File: src/rtl/srr_pkg.sv
// Shared types, constants and codes of the selective-repeat receiver.
package srr_pkg;

  localparam int SEQ_SPACE_DEF = 16;
  localparam int MAX_WINDOW = 8;
  localparam int PAYLOAD_BYTES = 20;
  localparam int PAIRS = PAYLOAD_BYTES / 2;
  localparam int PAYLOAD_W = 8 * PAYLOAD_BYTES;

  localparam int WIN_W = 4;
  localparam int LIM_W = 5;
  localparam int ACK_W = 5;
  localparam int CFG_W = 5;

  localparam logic [4:0] WIN_RESET = 5'd3;
  localparam logic [4:0] LIM_RESET = 5'd6;
  localparam logic [4:0] ACK_NONE = 5'h1F;

  localparam logic CFG_WINDOW = 1'b0;
  localparam logic CFG_LIMIT = 1'b1;

  localparam logic KIND_DATA = 1'b0;
  localparam logic KIND_ACK = 1'b1;

  typedef struct packed {
    logic done;
    logic ok;
  } csum_stat_t;

endpackage

File: src/rtl/srr_ram.sv
// Generic single-write, single-read RAM with registered read data.
module srr_ram #(
  parameter int WIDTH = 8,
  parameter int DEPTH = 16
) (
  input  logic                     clk_i,
  input  logic                     we_i,
  input  logic [$clog2(DEPTH)-1:0] waddr_i,
  input  logic [WIDTH-1:0]         wdata_i,
  input  logic                     re_i,
  input  logic [$clog2(DEPTH)-1:0] raddr_i,
  output logic [WIDTH-1:0]         rdata_o
);

  logic [WIDTH-1:0] mem_q [DEPTH];
  logic [WIDTH-1:0] rdata_q;

  always_ff @(posedge clk_i) begin
    if (we_i) begin
      mem_q[waddr_i] <= wdata_i;
    end
    if (re_i) begin
      rdata_q <= mem_q[raddr_i];
    end
  end

  assign rdata_o = rdata_q;

endmodule

File: src/rtl/srr_csum.sv
// Iterative packet checksum: one shared adder takes two payload bytes per cycle.
module srr_csum (
  input  logic                         clk_i,
  input  logic                         rst_ni,
  input  logic                         start_i,
  input  logic [15:0]                  seq_num_i,
  input  logic signed [31:0]           ack_field_i,
  input  logic signed [31:0]           check_value_i,
  input  logic [srr_pkg::PAYLOAD_W-1:0] payload_i,
  output srr_pkg::csum_stat_t          stat_o
);

  localparam int CNT_W = $clog2(srr_pkg::PAIRS + 1);

  logic                          busy_q;
  logic [CNT_W-1:0]              cnt_q;
  logic [31:0]                   acc_q, acc_d;
  logic [31:0]                   chk_q;
  logic [srr_pkg::PAYLOAD_W-1:0] sh_q;
  logic                          done_q, ok_q;

  assign acc_d = acc_q + {{24{sh_q[7]}}, sh_q[7:0]} + {{24{sh_q[15]}}, sh_q[15:8]};

  always_ff @(posedge clk_i or negedge rst_ni) begin
    if (!rst_ni) begin
      busy_q <= 1'b0;
      cnt_q  <= '0;
      done_q <= 1'b0;
      ok_q   <= 1'b0;
      acc_q  <= '0;
      chk_q  <= '0;
      sh_q   <= '0;
    end else begin
      done_q <= 1'b0;
      if (start_i) begin
        busy_q <= 1'b1;
        cnt_q  <= '0;
        acc_q  <= {16'd0, seq_num_i} + ack_field_i;
        chk_q  <= check_value_i;
        sh_q   <= payload_i;
      end else if (busy_q) begin
        acc_q <= acc_d;
        sh_q  <= sh_q >> 16;
        cnt_q <= cnt_q + 1'b1;
        if (cnt_q == CNT_W'(srr_pkg::PAIRS - 1)) begin
          busy_q <= 1'b0;
          done_q <= 1'b1;
          ok_q   <= (acc_d == chk_q);
        end
      end
    end
  end

  assign stat_o.done = done_q;
  assign stat_o.ok   = ok_q;

endmodule

File: src/rtl/selective_repeat_receiver.sv
// Selective-repeat receiver top level: packet check, window store and in-order delivery.
// One packet is taken at a time and in_stall_o stays high while it is worked on. The checksum
// runs through one shared adder at two payload bytes per cycle, and the window decision is made
// when it reports done. A packet that is stored then walks the held entries from the window
// base; each stored payload is read in ST_WALK and loaded into the output register in ST_LOAD,
// since the payload store has a registered read port, and every packet ends with one ack item.
// A finished item waits in the output register while the next packet is already accepted.
module selective_repeat_receiver #(
  parameter int SEQ_SPACE = srr_pkg::SEQ_SPACE_DEF
) (
  input  logic                        clk_i,
  input  logic                        rst_ni,
  input  logic                        cfg_we_i,
  input  logic                        cfg_idx_i,
  input  logic [srr_pkg::CFG_W-1:0]   cfg_data_i,
  input  logic                        in_valid_i,
  output logic                        in_stall_o,
  input  logic [15:0]                 seq_num_i,
  input  logic signed [31:0]          ack_field_i,
  input  logic signed [31:0]          check_value_i,
  input  logic [63:0]                 payload_low_i,
  input  logic [63:0]                 payload_mid_i,
  input  logic [31:0]                 payload_high_i,
  output logic                        out_valid_o,
  input  logic                        out_stall_i,
  output logic                        kind_o,
  output logic [63:0]                 data_low_o,
  output logic [63:0]                 data_mid_o,
  output logic [31:0]                 data_high_o,
  output logic signed [4:0]           ack_value_o,
  output logic signed [4:0]           ack_check_o,
  output logic                        last_o
);

  localparam int IW = (SEQ_SPACE > 1) ? $clog2(SEQ_SPACE) : 1;
  localparam int LW = srr_pkg::LIM_W;
  localparam int WW = srr_pkg::WIN_W;

  typedef enum logic [2:0] {
    ST_IDLE,
    ST_SUM,
    ST_WALK,
    ST_LOAD,
    ST_ACK
  } state_e;

  function automatic logic [LW-1:0] wrap_inc(input logic [LW-1:0] v, input logic [LW-1:0] lim);
    logic [LW:0] n;
    n = (v == srr_pkg::ACK_NONE) ? '0 : {1'b0, v} + 1'b1;
    return (n >= {1'b0, lim}) ? '0 : n[LW-1:0];
  endfunction

  state_e state_q;

  logic [WW-1:0] win_cfg_q;
  logic [LW-1:0] lim_cfg_q;
  logic [WW-1:0] win_eff;
  logic [LW-1:0] lim_eff;

  logic [LW-1:0]  ack_q;
  logic [SEQ_SPACE-1:0] held_q;
  logic [WW-1:0]  w_q;
  logic [LW-1:0]  lim_q;
  logic [LW-1:0]  base_q;
  logic [LW-1:0]  pos_q;
  logic [LW-1:0]  seq_q;
  logic           seq_ok_q;
  logic [WW-1:0]  cnt_q;
  logic [srr_pkg::PAYLOAD_W-1:0] pay_q;

  logic           out_valid_q;
  logic           kind_q, last_q;
  logic [63:0]    dlow_q, dmid_q;
  logic [31:0]    dhigh_q;
  logic [LW-1:0]  ackv_q;

  logic           in_acc, slot_free;
  logic [LW:0]    span;
  logic [LW-1:0]  last_slot;
  logic           in_win;
  logic [IW-1:0]  pos_idx, seq_idx;
  logic           walk_go;
  logic           ram_we, ram_re;
  logic [srr_pkg::PAYLOAD_W-1:0] ram_rdata;
  srr_pkg::csum_stat_t cs_stat;

  assign in_acc    = in_valid_i && (state_q == ST_IDLE);
  assign slot_free = !out_valid_q || !out_stall_i;

  always_comb begin
    if (win_cfg_q == '0) begin
      win_eff = WW'(1);
    end else if ({2'b00, win_cfg_q} > (WW + 2)'(srr_pkg::MAX_WINDOW)) begin
      win_eff = WW'(srr_pkg::MAX_WINDOW);
    end else begin
      win_eff = win_cfg_q;
    end
    if (lim_cfg_q < LW'(2)) begin
      lim_eff = LW'(2);
    end else if ({2'b00, lim_cfg_q} > (LW + 2)'(SEQ_SPACE)) begin
      lim_eff = LW'(SEQ_SPACE);
    end else begin
      lim_eff = lim_cfg_q;
    end
  end

  always_comb begin
    span      = {1'b0, base_q} + (LW + 1)'(w_q) - 1'b1;
    last_slot = (span >= {1'b0, lim_q}) ? LW'(span - {1'b0, lim_q}) : span[LW-1:0];
    if (!seq_ok_q) begin
      in_win = 1'b0;
    end else if ((LW + 1)'(w_q) >= {1'b0, lim_q}) begin
      in_win = 1'b1;
    end else if (base_q <= last_slot) begin
      in_win = (seq_q >= base_q) && (seq_q <= last_slot);
    end else begin
      in_win = (seq_q >= base_q) || (seq_q <= last_slot);
    end
  end

  assign pos_idx = IW'(pos_q);
  assign seq_idx = IW'(seq_q);
  assign walk_go = (cnt_q < w_q) && held_q[pos_idx];
  assign ram_we  = (state_q == ST_SUM) && cs_stat.done && cs_stat.ok && in_win;
  assign ram_re  = (state_q == ST_WALK) && walk_go && slot_free;

  always_ff @(posedge clk_i or negedge rst_ni) begin
    if (!rst_ni) begin
      win_cfg_q <= srr_pkg::WIN_RESET[WW-1:0];
      lim_cfg_q <= srr_pkg::LIM_RESET;
    end else if (cfg_we_i) begin
      unique case (cfg_idx_i)
        srr_pkg::CFG_WINDOW: win_cfg_q <= cfg_data_i[WW-1:0];
        srr_pkg::CFG_LIMIT:  lim_cfg_q <= cfg_data_i[LW-1:0];
        default: ;
      endcase
    end
  end

  always_ff @(posedge clk_i) begin
    if (in_acc) begin
      pay_q <= {payload_high_i, payload_mid_i, payload_low_i};
    end
  end

  always_ff @(posedge clk_i or negedge rst_ni) begin
    if (!rst_ni) begin
      state_q     <= ST_IDLE;
      ack_q       <= srr_pkg::ACK_NONE;
      held_q      <= '0;
      w_q         <= '0;
      lim_q       <= '0;
      base_q      <= '0;
      pos_q       <= '0;
      seq_q       <= '0;
      seq_ok_q    <= 1'b0;
      cnt_q       <= '0;
      out_valid_q <= 1'b0;
      kind_q      <= srr_pkg::KIND_DATA;
      last_q      <= 1'b0;
      dlow_q      <= '0;
      dmid_q      <= '0;
      dhigh_q     <= '0;
      ackv_q      <= '0;
    end else begin
      if (out_valid_q && !out_stall_i && (state_q != ST_ACK)) begin
        out_valid_q <= 1'b0;
      end
      unique case (state_q)
        ST_IDLE: begin
          if (in_valid_i) begin
            w_q      <= win_eff;
            lim_q    <= lim_eff;
            base_q   <= wrap_inc(ack_q, lim_eff);
            pos_q    <= wrap_inc(ack_q, lim_eff);
            seq_q    <= seq_num_i[LW-1:0];
            seq_ok_q <= seq_num_i < 16'(lim_eff);
            state_q  <= ST_SUM;
          end
        end
        ST_SUM: begin
          if (cs_stat.done) begin
            cnt_q <= '0;
            if (cs_stat.ok && in_win) begin
              held_q[seq_idx] <= 1'b1;
              state_q <= ST_WALK;
            end else begin
              state_q <= ST_ACK;
            end
          end
        end
        ST_WALK: begin
          if (!walk_go) begin
            state_q <= ST_ACK;
          end else if (slot_free) begin
            held_q[pos_idx] <= 1'b0;
            pos_q   <= wrap_inc(pos_q, lim_q);
            ack_q   <= wrap_inc(ack_q, lim_q);
            cnt_q   <= cnt_q + 1'b1;
            state_q <= ST_LOAD;
          end
        end
        ST_LOAD: begin
          out_valid_q <= 1'b1;
          kind_q      <= srr_pkg::KIND_DATA;
          last_q      <= 1'b0;
          ackv_q      <= '0;
          dlow_q      <= ram_rdata[63:0];
          dmid_q      <= ram_rdata[127:64];
          dhigh_q     <= ram_rdata[159:128];
          state_q     <= ST_WALK;
        end
        ST_ACK: begin
          if (slot_free) begin
            out_valid_q <= 1'b1;
            kind_q      <= srr_pkg::KIND_ACK;
            last_q      <= 1'b1;
            ackv_q      <= ack_q;
            dlow_q      <= '0;
            dmid_q      <= '0;
            dhigh_q     <= '0;
            state_q     <= ST_IDLE;
          end
        end
        default: state_q <= ST_IDLE;
      endcase
    end
  end

  srr_csum u_csum (
    .clk_i         (clk_i),
    .rst_ni        (rst_ni),
    .start_i       (in_acc),
    .seq_num_i     (seq_num_i),
    .ack_field_i   (ack_field_i),
    .check_value_i (check_value_i),
    .payload_i     ({payload_high_i, payload_mid_i, payload_low_i}),
    .stat_o        (cs_stat)
  );

  srr_ram #(
    .WIDTH (srr_pkg::PAYLOAD_W),
    .DEPTH (SEQ_SPACE)
  ) u_store (
    .clk_i   (clk_i),
    .we_i    (ram_we),
    .waddr_i (seq_idx),
    .wdata_i (pay_q),
    .re_i    (ram_re),
    .raddr_i (pos_idx),
    .rdata_o (ram_rdata)
  );

  assign in_stall_o  = (state_q != ST_IDLE);
  assign out_valid_o = out_valid_q;
  assign kind_o      = kind_q;
  assign data_low_o  = dlow_q;
  assign data_mid_o  = dmid_q;
  assign data_high_o = dhigh_q;
  assign ack_value_o = ackv_q;
  assign ack_check_o = ackv_q;
  assign last_o      = last_q;

endmodule

File: config.mk
export PLATFORM = sky130hd
export DESIGN_NAME = selective_repeat_receiver
export DESIGN_NICKNAME = d
export VERILOG_FILES = /design/src/rtl/srr_pkg.sv /design/src/rtl/srr_ram.sv /design/src/rtl/srr_csum.sv /design/src/rtl/selective_repeat_receiver.sv
export SDC_FILE = /design/constraint.sdc
export NUM_CORES = 2
export LEC_CHECK = 0
export ABC_AREA = 0
export BUFFER_PORTS_ARGS = -buffer_cell sky130_fd_sc_hd__buf_2
export CAP_MARGIN = 20
export CORE_UTILIZATION = 25
export DETAILED_ROUTE_END_ITERATION = 12
export GPL_ROUTABILITY_DRIVEN = 0
export PLACE_DENSITY = 0.5
export SYNTH_ARGS = -nofsm -noshare
export SYNTH_HDL_FRONTEND = slang
export SYNTH_SLANG_ARGS = --single-unit
File: constraint.sdc
create_clock -name clk_i -period 21.3 [get_ports clk_i]
set_clock_uncertainty 0.1 [all_clocks]
set_input_delay 4.26 -clock clk_i [delete_from_list [all_inputs] [get_ports clk_i]]
set_output_delay 4.26 -clock clk_i [all_outputs]
set_load 0.05 [all_outputs]
# Word level (Yosys, flattened, before mapping)

Memory sizes are Yosys's and may differ from the RTL's. A register that Yosys moved wholly into a read port is not among the register bits.
Index checks and enable logic that the tools add are counted.

Input port bits: 251
Word-level logic and storage cells: 174
Output and inout bits: 174
Memory bits (writable): 2560
Memories kept: 1
Bits in registers: 620

Add/sub/neg operators: 10
Order comparisons: 17
Bitwise logic cells: 5
Reductions and logical operators: 34
Eq/ne operators: 16
Multiplexer cells: 65

Memories:

| memory        | words | bits a word | rd ports | clocked after Yosys merged registers in | write ports | line          | text |
|---|---|---|---|---|---|---|---|
| u_store.mem_q | 16    | 160         | 1        | 1                                       | 1           | srr_ram.sv:15 | `logic [WIDTH-1:0] mem_q [DEPTH];` |

Operators by type and width:

| kind                | number |
|---|---|
| $mux 160            | 2 |
| $pmux 64 s2         | 2 |
| $mux 32             | 3 |
| $add 32x32->32      | 2 |
| $mux 16             | 4 |
| $mux 64             | 1 |
| $pmux 32 s2         | 1 |
| $mux 5              | 10 |
| $add 16x32->32      | 1 |
| $eq 32x32->1        | 1 |
| $pmux 16 s2         | 1 |
| $mux 4              | 7 |
| $ge 6x5->1          | 4 |
| $pmux 5 s2          | 2 |
| $mux 3              | 6 |
| $mux 1              | 17 |
| $and 16x16->16      | 1 |
| $lt 16x5->1         | 1 |
| $not 16->16         | 1 |
| $or 16x16->16       | 1 |
| $pmux 3 s5          | 1 |
| $logic_and 1x1->1   | 13 |
| $add 5x1->6 const B | 2 |
| $mux 6              | 2 |
| other kinds (36)    | 61 |

# Depth between registers and ports, before layout

Word-level depth: 13
Mapped depth: 20
Depth with buffers taken out: 19

# Cells and area by module

Synthesis repeated with hierarchy kept, for this count alone.

Cells, all modules: 7092
Area total of the unflattened synthesis: 131416.0 um2

By module, submodules not included:

| module                    | area each (um2) | seq. area each (um2) | times used | cells each |
|---|---|---|---|---|
| srr_ram                   | 100901.8        | 81678.3              | 1          | 4191 |
| selective_repeat_receiver | 15906.5         | 10546.4              | 1          | 1392 |
| srr_csum                  | 14607.8         | 5780.5               | 1          | 1509 |

# Least setup slack after synthesis

No wires, ideal clock.

Kind: register -> register
From: reg base_q[1]
To: mem u_store.mem_q[15][0] in the netlist's numbering (enable)
Path slack: -251 ps
Cell stages (with the launch flop): 20
Data arrival time: 20321 ps
Library setup time: 1129 ps
Path buffers: 1
Cell sequence: dfrtp_1 > inv_1 > ha_1 > inv_1 > ha_1 > fa_1 > ha_1 > nor2b_1 > o21ai_0 > nand3b_1 > a211oi_4 > mux2i_1 > ha_1 > nor2_1 > maj3_1 > o2bb2ai_1 > o22ai_1 > nor2_1 > buf_2 > nor4b_1

Cells in the longest elaborated chain, start to end: 12

Ends and longest elaborated chain:

| item                                                  | line                                                               | text |
|---|---|---|
| from (decl)                                           | selective_repeat_receiver.sv:64                                    | `logic [LW-1:0] base_q;` |
| from (signal assigned)                                | selective_repeat_receiver.sv:174                                   | `base_q <= wrap_inc(ack_q, lim_eff);` |
| $add 5x4->6                                           | selective_repeat_receiver.sv:108                                   | `span = {1'b0, base_q} + (LW + 1)'(w_q) - 1'b1;` |
| $sub 6x1->6                                           | selective_repeat_receiver.sv:108                                   |  |
| $sub 5x5->5 or $ge 6x5->1 (tied branches)             | selective_repeat_receiver.sv:109                                   | `last_slot = (span >= {1'b0, lim_q}) ? LW'(span - {1'b0, lim_q}) : span[LW-1:0];` |
| $mux 5                                                | selective_repeat_receiver.sv:109                                   |  |
| $le 5x5->1                                            | selective_repeat_receiver.sv:115, selective_repeat_receiver.sv:117 |  |
| $logic_or 1x1->1 or $logic_and 1x1->1 (tied branches) | selective_repeat_receiver.sv:117, selective_repeat_receiver.sv:115 |  |
| $mux 1 (*)                                            | selective_repeat_receiver.sv:114                                   | `end else if (base_q <= last_slot) begin` |
| $mux 1 (*)                                            | selective_repeat_receiver.sv:112                                   | `end else if ((LW + 1)'(w_q) >= {1'b0, lim_q}) begin` |
| $mux 1 (*)                                            | selective_repeat_receiver.sv:110                                   | `if (!seq_ok_q) begin` |
| $logic_and 1x1->1 (*)                                 | selective_repeat_receiver.sv:124                                   | `assign ram_we = (state_q == ST_SUM) && cs_stat.done && cs_stat.ok && in_win;` |
| $mux 1 (*)                                            | srr_ram.sv:19                                                      | `if (we_i) begin` |
| $mux 1 (not written as such) (*)                      | srr_ram.sv:20                                                      | `mem_q[waddr_i] <= wdata_i;` |
| to (decl)                                             | srr_ram.sv:15                                                      |  |

Every way passes the cells marked *; elsewhere a longest branch is shown, timed or not.

# Worst setup path after layout

From: reg base_q[1]
To: mem u_store.mem_q[0][108] in the netlist's numbering (enable)

The elaborated chain is that of the path after synthesis.

==> results.json <==
{
  "numPortBuffers": 424,
  "overall_via_count_from_detail_route": 66800,
  "ys_ff_latch": 3340,
  "layout.cell_area.non_filler_um2": 153000,
  "layout_worst_path_cycle_share_pct": 36.1,
  "total_power_mw": 21.0,
  "global_route.overflow_total": 0,
  "synth_compound_gate_area_share_pct": 2.45,
  "post_drt_via_cell_ratio": 4.61,
  "power.net_switching_mw": 7.00,
  "cp_common_cell": "sky130_fd_sc_hd__ha_1",
  "reg2reg_depth": 23,
  "min_delay_path_depth": 2,
  "globalRouteTotalUtil_pct": 14.5,
  "internal_power_of_the_cells_mw": 14.0,
  "numClockSinks": 3340,
  "critical_path.endpoint_type": "flop",
  "ant_nets": 0,
  "total_number_of_yosys_warnings": 0,
  "worst_skew_pair.late_latency_ns": 0.94,
  "netlist_instances": 6668,
  "drive_gt1_share_pct": 26.0,
  "cts_max_path_buffers": 4,
  "max-slew-margin-rel_pct": 20.5,
  "cp.depth": 23,
  "synth.yosys.seq_area_share_pct": 74.9,
  "post_cts.resized_instances": 0,
  "fp-row-count": 265,
  "die_height_um": 725,
  "worstPathArrival_ns": 8.15,
  "synthesis.area_per_instance_um2": 19.6,
  "layout_overhead_on_the_synthesized_area_pct": 17.3,
  "htree_levels": 5,
  "synth_flop_cell": "sky130_fd_sc_hd__edfxtp_1",
  "rsz0062_at_grt": "false",
  "netlist_area_um2": 131000,
  "die_width_um": 725,
  "clkSlewWorstSetupHoldPaths_ns": 0.06,
  "report.final.slew_viol_count": 0,
  "worstPathCellList": "inv_1 > ha_1 > inv_1 > ha_1 > fa_1 > ha_1 > nor2b_1 > o21ai_0 > nand3b_1 > a211oi_4 > nor2_1 > a21oi_1 > ha_1 > a21o_1 > a21oi_1 > o2bb2ai_1 > a21oi_1 > nor2_2 > buf_4 > nor4_2 > buf_12 > buf_4 > buf_4",
  "dpl.hpwl_mm": 234,
  "setup_viol": 0,
  "sw_frac_of_total_pct": 33.3,
  "synthesized_area_fraction_occupied_by_adder_cells_pct": 1.59,
  "synth.lib_cells_used.distinct": 90,
  "grt_max_degree": 208,
  "firstDrtPassIters": 6,
  "simple_gate_share_of_the_synthesized_area_pct": 3.98,
  "placed_cell_area_um2": 142000,
  "multiInputGateArea_um2": 31300,
  "hold-worst-slack_ns": 0.333,
  "grt_antenna_before_repair": 52,
  "seq_area_um2": 98000,
  "power.sequential.fraction_pct": 39.5,
  "cts-buffers-inserted": 364,
  "via_count_of_the_first_global_routing_pass": 69500,
  "comb_power_share_pct": 30.9,
  "dominant_combinational_cell_family_by_area_after_synthesis": "multiplexers",
  "global_route_wire_length_before_repair_mm": 550,
  "syn-num-nets": 7063,
  "final_critical_path_setup_slack_ns": 13.60,
  "setup_slack_after_placement_ns": 12.81,
  "design.die.area_um2": 526000,
  "static_leakage_nw": 51.0,
  "worst_path_dominant_cell_family": "buffers and inverters",
  "routedWlPerCell_um": 27.0,
  "number_of_buffer_and_inverter_instances_along_the_worst_setup_path": 6,
  "drcViolationCount": 0,
  "hold_class": "flop to flop",
  "timing.fmax_mhz": 130,
  "power_per_cell_area_nw_per_um2": 137,
  "post_synth_mux_area_share_pct": 15.2,
  "final.fill_count": 50700,
  "cpPeakStageDelay_ns": 0.87,
  "timing.critical_path.from_type": "flop",
  "cts_setup_buffers": 0,
  "number_of_primary_i_o_pins": 425,
  "cts_tree": "built",
  "async_set_or_reset_register_ratio_after_synthesis_pct": 13.8,
  "first_iter_violations": 6306,
  "num-nets-final": 7628,
  "irDropWorstVdd_uv": 158,
  "crit_fanout": 82,
  "clockRootBuffer": "sky130_fd_sc_hd__clkbuf_16",
  "outcome": "completed",
  "final_period_minus_worst_setup_slack_ns": 7.70,
  "clock_network_fraction_of_total_power_pct": 29.6,
  "holdBufCountCts": 0,
  "synth-edff-count": 2880,
  "hold_viol": 0,
  "tightestPinTransition_ns": 1.16,
  "critPathKind": "flop to flop",
  "yosys.area_share.xor_xnor_pct": 0.647,
  "cp_data_required_time_ns": 21.75,
  "initial_core_util_pct": 25.1,
  "cp_slowest_cell": "sky130_fd_sc_hd__buf_4",
  "layout.core_utilization_pct": 29.5,
  "coreArea_um2": 521000,
  "routed_wl_mm": 392,
  "max_cap_violations": 0
}
[power by group through the flow]
stage	sequential, mW	clock (mW)	combinational [mW]
2_1_floorplan	8.49	0	4.46
3_3_place_gp	8.44	0	6.50
3_5_place_dp	8.46	0	6.53
4_1_cts	8.34	6.38	6.56
5_1_grt	8.38	6.60	7.08
6_report	8.31	6.22	6.51
[worst reg2reg max path, delay by kind of cell (launching register included)]
kind                       cells  cell delay [ns]
buffers and inverters          6             2.64
adders and majority gates      5             1.65
AOI/OAI and AO/OA              7             1.59
and+or+nand+nor                5             0.89
DFF                            1             0.38
[cell usage in the layout (no fill, tap or decap), drive strengths merged, types with 14 or more instances in the layout]
cell / synthesis / layout
and3: 14 / 14
nand2b: 19 / 19
a21o: 27 / 27
o31ai: 17 / 17
buf: 90 / 562
nor2: 85 / 85
ha: 109 / 109
nand3: 189 / 189
a211oi: 28 / 28
mux2i: 158 / 158
clkinvlp: 0 / 16
clkbuf: 273 / 493
dfrtp: 451 / 451
nor3: 35 / 35
mux4: 805 / 805
xor2: 18 / 18
nand4: 18 / 18
bufinv: 0 / 24
mux2: 14 / 14
nand2: 708 / 708
a21oi: 71 / 71
nor2b: 27 / 27
diode: 0 / 22
o21ai: 262 / 262
clkinv: 0 / 119
nor4: 15 / 15
edfxtp: 2880 / 2880
fa: 35 / 35
inv: 60 / 81
xnor2: 58 / 58
[final cells by class]
class,count,share of cell area [%]
tap,6942,5.66
timing repair buffer,562,2.22
inverter,60,0.152
clock inverter,180,1.11
sequential,3340,63.9
clock buffer,493,6.52
antenna,22,0.0359
multi-input combinational,2905,20.4
[cell usage after synthesis (all sizes together) (6+ instances only)]
cell / instances / area share (%)
xor2: 18 / 0.12
o211ai: 12 / 0.073
a21o: 27 / 0.15
mux2i: 158 / 1.2
fa: 35 / 0.54
xnor2: 58 / 0.39
nand3: 189 / 0.72
nand2: 708 / 2.0
and2: 9 / 0.043
mux2: 14 / 0.12
o21a: 9 / 0.052
edfxtp: 2880 / 66
or2: 8 / 0.038
clkbuf: 273 / 0.78
o21ai: 262 / 1.0
nor3: 35 / 0.13
and4: 6 / 0.040
a2111oi: 9 / 0.075
nand4: 18 / 0.086
dfstp: 9 / 0.18
o31ai: 17 / 0.098
nor2: 85 / 0.25
o41ai: 10 / 0.067
mux4: 805 / 14
nor2b: 27 / 0.13
a211oi: 28 / 0.18
and3: 14 / 0.067
or3: 13 / 0.062
nand3b: 6 / 0.044
ha: 109 / 1.0
o22ai: 7 / 0.033
a22oi: 7 / 0.040
nand2b: 19 / 0.091
buf: 90 / 0.29
dfrtp: 451 / 8.6
nor4b: 12 / 0.080
inv: 60 / 0.17
nor4: 15 / 0.072
a21oi: 71 / 0.27
xnor3: 7 / 0.12
a31oi: 13 / 0.062
[state kept, by name, summed over array words and instances (netlist names), 16 cells and up]
name,cells
data_low_o,64
data_mid_o,64
held_q,16
u_csum.acc_q,32
u_store.rdata_o,160
u_csum.chk_q,32
pay_q,160
u_store.mem_q,2560
u_csum.sh_q,160
data_high_o,32
[routing by layer]
layer	vias up	routed length [um]	GRT usage (%)
li1	28000	-	-
met1	36400	171000	19.8
met2	1958	191000	24.2
met3	483	19900	2.05
met4	6	9860	3.64
met5	-	38	0
[worst paths after layout]
| kind | from | endpoint | slack [ns] |
|---|---|---|---|
| setup / recovery | base_q[1] | u_store.mem_q[0][108] | 13.60 |
| hold / removal | u_store.rdata_o[93] | data_mid_o[29] | 0.33 |
| setup reg to reg | base_q[1] | u_store.mem_q[0][108] | 13.60 |
| hold reg to reg | u_store.rdata_o[93] | data_mid_o[29] | 0.33 |
| max in group asynchronous | rst_ni | u_csum.sh_q[1] | 14.21 |
| min in group asynchronous | rst_ni | data_high_o[26] | 3.20 |
[kinds of logic after synthesis]
group	after synthesis
AO/OA/AOI/OAI	520
XOR/XNOR	84
adder cells (fa/ha/maj)	146
buffers and inverters	423
flip-flops	3340
multiplexers	977
AND/OR/NAND/NOR	1178
[metrics by stage]
| step | cells | TNS, ns |
|---|---|---|
| 3_3_place_gp | 13800 | 0 |
| 5_1_grt | 14500 | 0 |
| 2_1_floorplan | 6668 | -268.40 |
| 4_1_cts | 14500 | 0 |
| 3_5_place_dp | 13800 | 0 |
| 6_report | 14500 | 0 |
Power figures use the tool's default switching activity.
